$ cat src/sv/h3d_pkg.sv
`timescale 1ns / 1ps

package h3d_pkg;

    localparam int BYTE_BITS        = 8;
    localparam int VALUE_W          = 62;
    localparam int VARINT_LEFT_W    = 3;
    localparam int VARINT_HEAD_BITS = 6;

    localparam logic [VALUE_W-1:0] TYPE_DATA    = VALUE_W'(0);
    localparam logic [VALUE_W-1:0] TYPE_HEADERS = VALUE_W'(1);

    typedef enum logic [1:0] {
        PH_TYPE    = 2'd0,
        PH_LEN     = 2'd1,
        PH_PAYLOAD = 2'd2
    } t_phase;

    typedef enum logic [1:0] {
        KIND_HEADER  = 2'd0,
        KIND_DATA    = 2'd1,
        KIND_HEADERS = 2'd2,
        KIND_SKIP    = 2'd3
    } t_byte_kind;

    typedef struct packed {
        logic [BYTE_BITS-1:0] payload_byte;
        t_byte_kind           byte_kind;
        logic [VALUE_W-1:0]   frame_kind_code;
        logic                 frame_end;
        logic                 stream_end;
        logic                 status;
    } t_result;

endpackage

$ cat src/sv/h3d_stream_if.sv
`timescale 1ns / 1ps

interface h3d_in_if;
    logic       valid;
    logic       ready;
    logic [7:0] stream_byte;
    logic       buffer_last;

    modport source (output valid, output stream_byte, output buffer_last, input ready);
    modport sink   (input valid, input stream_byte, input buffer_last, output ready);
endinterface

interface h3d_out_if;
    logic        valid;
    logic        ready;
    logic [7:0]  payload_byte;
    logic [1:0]  byte_kind;
    logic [61:0] frame_kind_code;
    logic        frame_end;
    logic        stream_end;
    logic        status;

    modport source (output valid, output payload_byte, output byte_kind,
                    output frame_kind_code, output frame_end, output stream_end,
                    output status, input ready);
    modport sink   (input valid, input payload_byte, input byte_kind,
                    input frame_kind_code, input frame_end, input stream_end,
                    input status, output ready);
endinterface

$ cat src/sv/h3d_parser.sv
`timescale 1ns / 1ps

module h3d_parser (
    input  logic                         i_clk,
    input  logic                         i_rst_n,
    input  logic                         i_step,
    input  logic [h3d_pkg::BYTE_BITS-1:0] i_byte,
    input  logic                         i_last,
    output h3d_pkg::t_result             o_res
);
    import h3d_pkg::*;

    t_phase                   r_phase,   n_phase;
    logic [VARINT_LEFT_W-1:0] r_left,    n_left;
    logic [VALUE_W-1:0]       r_acc,     n_acc;
    logic [VALUE_W-1:0]       r_type,    n_type;
    logic [VALUE_W-1:0]       r_pay,     n_pay;

    logic [VARINT_LEFT_W-1:0] w_feed_left;
    logic [VALUE_W-1:0]       w_feed_acc;
    logic                     w_feed_done;
    logic [VALUE_W-1:0]       w_pay_dec;

    // varint assembler: first byte sets size and top bits, later bytes shift in
    always_comb begin
        if (r_left == '0) begin
            w_feed_acc = VALUE_W'(i_byte[VARINT_HEAD_BITS-1:0]);
            unique case (i_byte[BYTE_BITS-1:VARINT_HEAD_BITS])
                2'd0:    w_feed_left = VARINT_LEFT_W'(0);
                2'd1:    w_feed_left = VARINT_LEFT_W'(1);
                2'd2:    w_feed_left = VARINT_LEFT_W'(3);
                default: w_feed_left = VARINT_LEFT_W'(7);
            endcase
        end else begin
            w_feed_acc  = {r_acc[VALUE_W-BYTE_BITS-1:0], i_byte};
            w_feed_left = r_left - VARINT_LEFT_W'(1);
        end
        w_feed_done = (w_feed_left == '0);
        w_pay_dec   = r_pay - VALUE_W'(1);
    end

    always_comb begin
        n_phase = r_phase;
        n_left  = r_left;
        n_acc   = r_acc;
        n_type  = r_type;
        n_pay   = r_pay;

        o_res                 = '0;
        o_res.payload_byte    = i_byte;
        o_res.byte_kind       = KIND_HEADER;
        o_res.stream_end      = i_last;

        unique case (r_phase)
            PH_PAYLOAD: begin
                o_res.frame_kind_code = r_type;
                if (r_type == TYPE_DATA) begin
                    o_res.byte_kind = KIND_DATA;
                end else if (r_type == TYPE_HEADERS) begin
                    o_res.byte_kind = KIND_HEADERS;
                end else begin
                    o_res.byte_kind = KIND_SKIP;
                end
                n_pay = w_pay_dec;
                if (w_pay_dec == '0) begin
                    o_res.frame_end = 1'b1;
                    n_phase         = PH_TYPE;
                end
            end
            PH_LEN: begin
                n_acc  = w_feed_acc;
                n_left = w_feed_left;
                if (w_feed_done) begin
                    n_pay = w_feed_acc;
                    if (w_feed_acc == '0) begin
                        o_res.frame_end = 1'b1;
                        n_phase         = PH_TYPE;
                    end else begin
                        n_phase = PH_PAYLOAD;
                    end
                end
            end
            default: begin
                n_acc  = w_feed_acc;
                n_left = w_feed_left;
                if (w_feed_done) begin
                    n_type  = w_feed_acc;
                    n_phase = PH_LEN;
                end
            end
        endcase

        // buffer ends inside a frame: flag it and start clean
        if (i_last && (n_phase != PH_TYPE || n_left != '0)) begin
            o_res.status = 1'b1;
            n_phase      = PH_TYPE;
            n_left       = '0;
            n_acc        = '0;
            n_type       = '0;
            n_pay        = '0;
        end
    end

    always_ff @(posedge i_clk) begin
        if (!i_rst_n) begin
            r_phase <= PH_TYPE;
            r_left  <= '0;
            r_acc   <= '0;
            r_type  <= '0;
            r_pay   <= '0;
        end else if (i_step) begin
            r_phase <= n_phase;
            r_left  <= n_left;
            r_acc   <= n_acc;
            r_type  <= n_type;
            r_pay   <= n_pay;
        end
    end

endmodule

$ cat src/sv/http3_frame_deframer.sv
`timescale 1ns / 1ps

// HTTP/3 frame deframer. Feed the stream one byte per transfer on i_in and
// take exactly one result per byte on o_out, in order. Each frame is a QUIC
// varint type, a varint length, then the payload; header bytes come out with
// byte_kind 0 and code 0, payload bytes tagged DATA, HEADERS or skipped, with
// the decoded type in frame_kind_code. frame_end marks the byte that closes a
// frame (the last length byte for an empty frame). On the byte flagged
// buffer_last, stream_end is set, and status is 1 if the buffer stopped inside
// a header or payload; the parser then drops the partial frame, so the next
// buffer starts fresh. Throughput is one byte per clock, sustained while o_out
// accepts results: the parser state (a 62-bit length down-counter and compare,
// an 8-bit varint shift) updates in the cycle of the transfer. Each result is
// registered in the output register, or in the skid while o_out stalls. A
// two-deep output (result register plus skid) keeps i_in ready while one
// result waits; ready drops only once both are full.
module http3_frame_deframer (
    input  logic   i_clk,
    input  logic   i_rst_n,
    h3d_in_if.sink    i_in,
    h3d_out_if.source o_out
);
    import h3d_pkg::*;

    t_result w_res;
    t_result r_out, r_skid;
    logic    r_out_valid, r_skid_valid;
    logic    w_accept;
    logic    w_out_free;

    assign i_in.ready = !r_skid_valid;
    assign w_accept   = i_in.valid && i_in.ready;
    // output slot can take new data this edge: empty, or its result moves on
    assign w_out_free = !r_out_valid || o_out.ready;

    h3d_parser u_parser (
        .i_clk   (i_clk),
        .i_rst_n (i_rst_n),
        .i_step  (w_accept),
        .i_byte  (i_in.stream_byte),
        .i_last  (i_in.buffer_last),
        .o_res   (w_res)
    );

    // valid flags of the output register and its skid stage
    always_ff @(posedge i_clk) begin
        if (!i_rst_n) begin
            r_out_valid  <= 1'b0;
            r_skid_valid <= 1'b0;
        end else if (w_out_free) begin
            if (r_skid_valid) begin
                r_out_valid  <= 1'b1;
                r_skid_valid <= w_accept;
            end else begin
                r_out_valid  <= w_accept;
            end
        end else if (w_accept) begin
            r_skid_valid <= 1'b1;
        end
    end

    // payload: advance skid into the output, park new results in the skid
    always_ff @(posedge i_clk) begin
        if (w_out_free) begin
            if (r_skid_valid) begin
                r_out <= r_skid;
                if (w_accept) begin
                    r_skid <= w_res;
                end
            end else if (w_accept) begin
                r_out <= w_res;
            end
        end else if (w_accept) begin
            r_skid <= w_res;
        end
    end

    assign o_out.valid           = r_out_valid;
    assign o_out.payload_byte    = r_out.payload_byte;
    assign o_out.byte_kind       = r_out.byte_kind;
    assign o_out.frame_kind_code = r_out.frame_kind_code;
    assign o_out.frame_end       = r_out.frame_end;
    assign o_out.stream_end      = r_out.stream_end;
    assign o_out.status          = r_out.status;

endmodule

$ cat src/flat_wrapper.sv
// flat-port wrapper written by rule: the top's interface ports become plain ports
module http3_frame_deframer_flat import h3d_pkg::*;
  (i_clk, i_rst_n, i_in_valid, i_in_stream_byte, i_in_buffer_last, i_in_ready, o_out_valid, o_out_payload_byte, o_out_byte_kind, o_out_frame_kind_code, o_out_frame_end, o_out_stream_end, o_out_status, o_out_ready);
  h3d_in_if i_in_i ();
  h3d_out_if o_out_i ();
  input  logic i_clk;
  input  logic i_rst_n;
  input wire logic [$bits(i_in_i.valid)-1:0] i_in_valid;
  input wire logic [$bits(i_in_i.stream_byte)-1:0] i_in_stream_byte;
  input wire logic [$bits(i_in_i.buffer_last)-1:0] i_in_buffer_last;
  output wire logic [$bits(i_in_i.ready)-1:0] i_in_ready;
  output wire logic [$bits(o_out_i.valid)-1:0] o_out_valid;
  output wire logic [$bits(o_out_i.payload_byte)-1:0] o_out_payload_byte;
  output wire logic [$bits(o_out_i.byte_kind)-1:0] o_out_byte_kind;
  output wire logic [$bits(o_out_i.frame_kind_code)-1:0] o_out_frame_kind_code;
  output wire logic [$bits(o_out_i.frame_end)-1:0] o_out_frame_end;
  output wire logic [$bits(o_out_i.stream_end)-1:0] o_out_stream_end;
  output wire logic [$bits(o_out_i.status)-1:0] o_out_status;
  input wire logic [$bits(o_out_i.ready)-1:0] o_out_ready;
  assign i_in_i.valid = i_in_valid;
  assign i_in_i.stream_byte = i_in_stream_byte;
  assign i_in_i.buffer_last = i_in_buffer_last;
  assign i_in_ready = i_in_i.ready;
  assign o_out_valid = o_out_i.valid;
  assign o_out_payload_byte = o_out_i.payload_byte;
  assign o_out_byte_kind = o_out_i.byte_kind;
  assign o_out_frame_kind_code = o_out_i.frame_kind_code;
  assign o_out_frame_end = o_out_i.frame_end;
  assign o_out_stream_end = o_out_i.stream_end;
  assign o_out_status = o_out_i.status;
  assign o_out_i.ready = o_out_ready;
  http3_frame_deframer u_core (.i_clk(i_clk), .i_rst_n(i_rst_n), .i_in(i_in_i), .o_out(o_out_i));
endmodule
$ cat config.mk
export PLATFORM = sky130hd
export DESIGN_NAME = http3_frame_deframer_flat
export DESIGN_NICKNAME = d
export VERILOG_FILES = /design/src/sv/h3d_pkg.sv /design/src/sv/h3d_stream_if.sv /design/src/sv/h3d_parser.sv /design/src/sv/http3_frame_deframer.sv /design/src/flat_wrapper.sv
export SDC_FILE = /design/constraint.sdc
export NUM_CORES = 1
export LEC_CHECK = 0
export BUFFER_PORTS_ARGS = -buffer_cell sky130_fd_sc_hd__clkbuf_2
export CORE_ASPECT_RATIO = 0.5
export CORE_MARGIN = 2
export CORE_UTILIZATION = 45
export DETAILED_ROUTE_END_ITERATION = 8
export REMOVE_ABC_BUFFERS = 1
export SYNTH_ARGS = -nofsm -noshare
export SYNTH_HDL_FRONTEND = slang
export SYNTH_SLANG_ARGS = --single-unit
$ cat constraint.sdc
create_clock -name i_clk -period 7.1 [get_ports i_clk]
set_input_delay 1.42 -clock i_clk [delete_from_list [all_inputs] [get_ports i_clk]]
set_output_delay 1.42 -clock i_clk [all_outputs]
set_load 0.02 [all_outputs]
==> out/results.ini <==
[run_status]
outcome = finished, final reports clean

[worst_setup_path]
cpMaxStageDelayCell = nor4_1
slowest_delay_ps = 910
cp.arrival_ps = 5940
critPathMaxFanout = 30
cp-start-kind = register
required_ps = 7640
crit_chain = or3_1, or4_1, nor4_1, nand4_1, a211oi_1, nand4b_1, nor4_2, o21ai_2, buf_4, nor2_4, a22o_1
reg2reg_from = u_core.u_parser.r_pay[2]
cp-end-kind = register
crit_type = register to register
startpoint = u_core.u_parser.r_pay[2]
ff2ff_path_depth = 11

[yosys]
yosys_warnings = 0
synthArstFlopShare = 0
netlist.top_cell.by_area = edfxtp_1
synth.top_cell.area_share = 0.290
synthTopCellsByArea = edfxtp_1 29%, dfxtp_1 24%, a22o_1 8.1%, mux2_2 5.2%, nor4_1 2.7%
synth-seq-cells = 335
ys_seq_area_frac = 0.528
ys_types = 74
synthCells = 1430
synth_edf_count = 150
avgSynthCellArea_um2 = 10.9
synth_top_flop_cell = dfxtp_1
synthesis.area_um2 = 15500

[global_routing]
grt_pass1_vias = 11600
grt_usage = 0.278
use_met1 = 0.429
use_met3 = 0.0632
use_met2 = 0.391
antenna_found_initial = 1
gr-total-overflow = 0
grt_busiest_layer = met1
grt_pass1_wl_um = 75800
grt_max_degree = 79

[place]
port_buffers = 89
hpwlAfterDp_um = 34600
placed_cells = 1874
place_ws_ps = 1760
gp_congestion = 0.937

[layout]
multi_input_area_um2 = 6630
n_fill_cell = 3075
area_growth_pct = 10.6
layout.area.seq_um2 = 8210
final_nets = 1476
final_cell_mix = 185 x dfxtp_1, 150 x edfxtp_1, 144 x a22o_1
final_cells = 1932
drive_gt1_frac = 0.182
layout_commonest_cell = dfxtp_1
final_util = 0.502
antenna_cells = 0

[worst_hold_path]
worstHoldPathCells = 1
hold_path.class = register to register
worstHoldStart = u_core.u_parser.r_type[20]

[sta]
post-route-period-util = 0.761
maxSlewHeadroom = 0.206
worstMarginPinSlew_ps = 1190
setup_viol = 0
rsz0062_at_grt = false
period_needed_ps = 5410
clock.fmax_mhz = 185
layout_setup_ws_ps = 1690
finalClockSkew_ps = 11.4
drv_slew = 0
fin_tns_setup_ps = 0
finalHoldViolations = 0

[detailed_routing]
routedWlPerCell_um = 26.2
drtIter0Drc = 1568
vias = 12600
wl_um = 50600
ant_nets = 0
drc = 0
viasPerCell = 6.50
drt-pass1-iter-count = 5

[floorplan]
fp-row-count = 48
start_util = 0.454
die_x_um = 267
die_area_um2 = 36100
die_h_um = 135
core-area_um2 = 34200
boundaryPins = 90

[pwr]
p_clk_frac = 0.400
ir_drop_uv = 161
power_switching_w = 0.00111
pwr-share-seq = 0.488
power_density_nw_per_um2 = 247
intPower_w = 0.00314
switching_share = 0.261
combPwrFrac = 0.112
leakage_nw = 6.51

[clock_tree]
htreeDepth = 1
cts_root_buf = clkbuf_16
cts_tree = done
cts_max_path_buffers = 3
clk_pin_slew_worst_paths_ps = 70
clock_latency_ps = 600
cts_hold_buf = 0
cts_resized = 0
clkSinkCount = 335
post-cts-setup-buffers = 0
cts_buffers = 31

[flow_run]
cap_viol_max_count = 0

## cells by family (layout without fill, tap and decap cells)
family                     count (synthesis)  in the layout  share of synthesized area
and+or+nand+nor                          447            447                      0.166
AOI/OAI and AO/OA                        389            389                      0.187
DFF                                      335            335                      0.528
buffers and inverters                    156            208                     0.0484
muxes                                     73             73                     0.0528
xor gates and xnor gates                  24             24                     0.0135
adders and majority gates                  6              6                    0.00483
## layer usage
layer  share of wire  vias up
met2            0.41      610
met1            0.47     6240
li1                -     5628
met3            0.10       76
met4           0.020        0
met5               0        -
## critical path: cells and delay by family (launching register included)
family / cells / cell delay (ps)
flip-flops: 1 / 400
buffers and inverters: 1 / 250
AO/OA/AOI/OAI: 3 / 720
AND/OR/NAND/NOR: 7 / 3950
## Yosys cell counts, drive strengths merged (17+ instances only)
library cell	number
nor4	72
inv	34
mux2	72
nand2	42
o22ai	32
nand3	44
o21ai	68
nand4	30
and2	66
a31oi	28
xnor2	21
nor2	61
a22o	144
a21oi	28
clkbuf	75
or3	20
nor3	49
or4	17
buf	44
dfxtp	185
edfxtp	150
## final timing paths
check,end,slack (ps)
setup reg to reg,u_core.u_parser.r_pay[51],1690
hold / removal,u_core.u_parser.r_type[20],500
hold reg to reg,u_core.u_parser.r_type[20],500
setup / recovery,u_core.u_parser.r_pay[51],1690
## registers in the layout (all words and copies together), names as in the netlist, 3 cells and up
register / flops
u_core.r_skid: 75
u_core.o_out.frame_kind_code: 62
u_core.u_parser.r_pay: 62
u_core.u_parser.r_type: 62
u_core.u_parser.r_acc: 54
u_core.o_out.payload_byte: 8
u_core.u_parser.r_left: 3
## power groups by stage
stage          Sequential [W]  Clock [W]  Combinational (W)
6_report              0.00207    0.00170           0.000475
4_1_cts               0.00207    0.00173           0.000467
3_5_place_dp          0.00212          0           0.000466
3_3_place_gp          0.00211          0           0.000463
5_1_grt               0.00208    0.00181           0.000508
2_1_floorplan         0.00215          0           0.000269
## area by class of cell
cell class | instances | area share
Clock inverter | 17 | 0.0108
Multi-Input combinational cell | 939 | 0.386
Sequential cell | 335 | 0.478
Timing Repair Buffer | 113 | 0.0364
Clock buffer | 41 | 0.0485
Tap cell | 450 | 0.0328
Inverter | 37 | 0.00808
## stage by stage
step                      total power, W  cell area, um^2  hold WS, ps
final                            0.00425            17200          499
after global routing             0.00439            17200          517
after CTS                        0.00427            17200          505
after detailed placement         0.00258            16200          490
after global placement           0.00258            16200          484
after floorplan                  0.00241            14900          463
(Power assumes the default switching activity.)
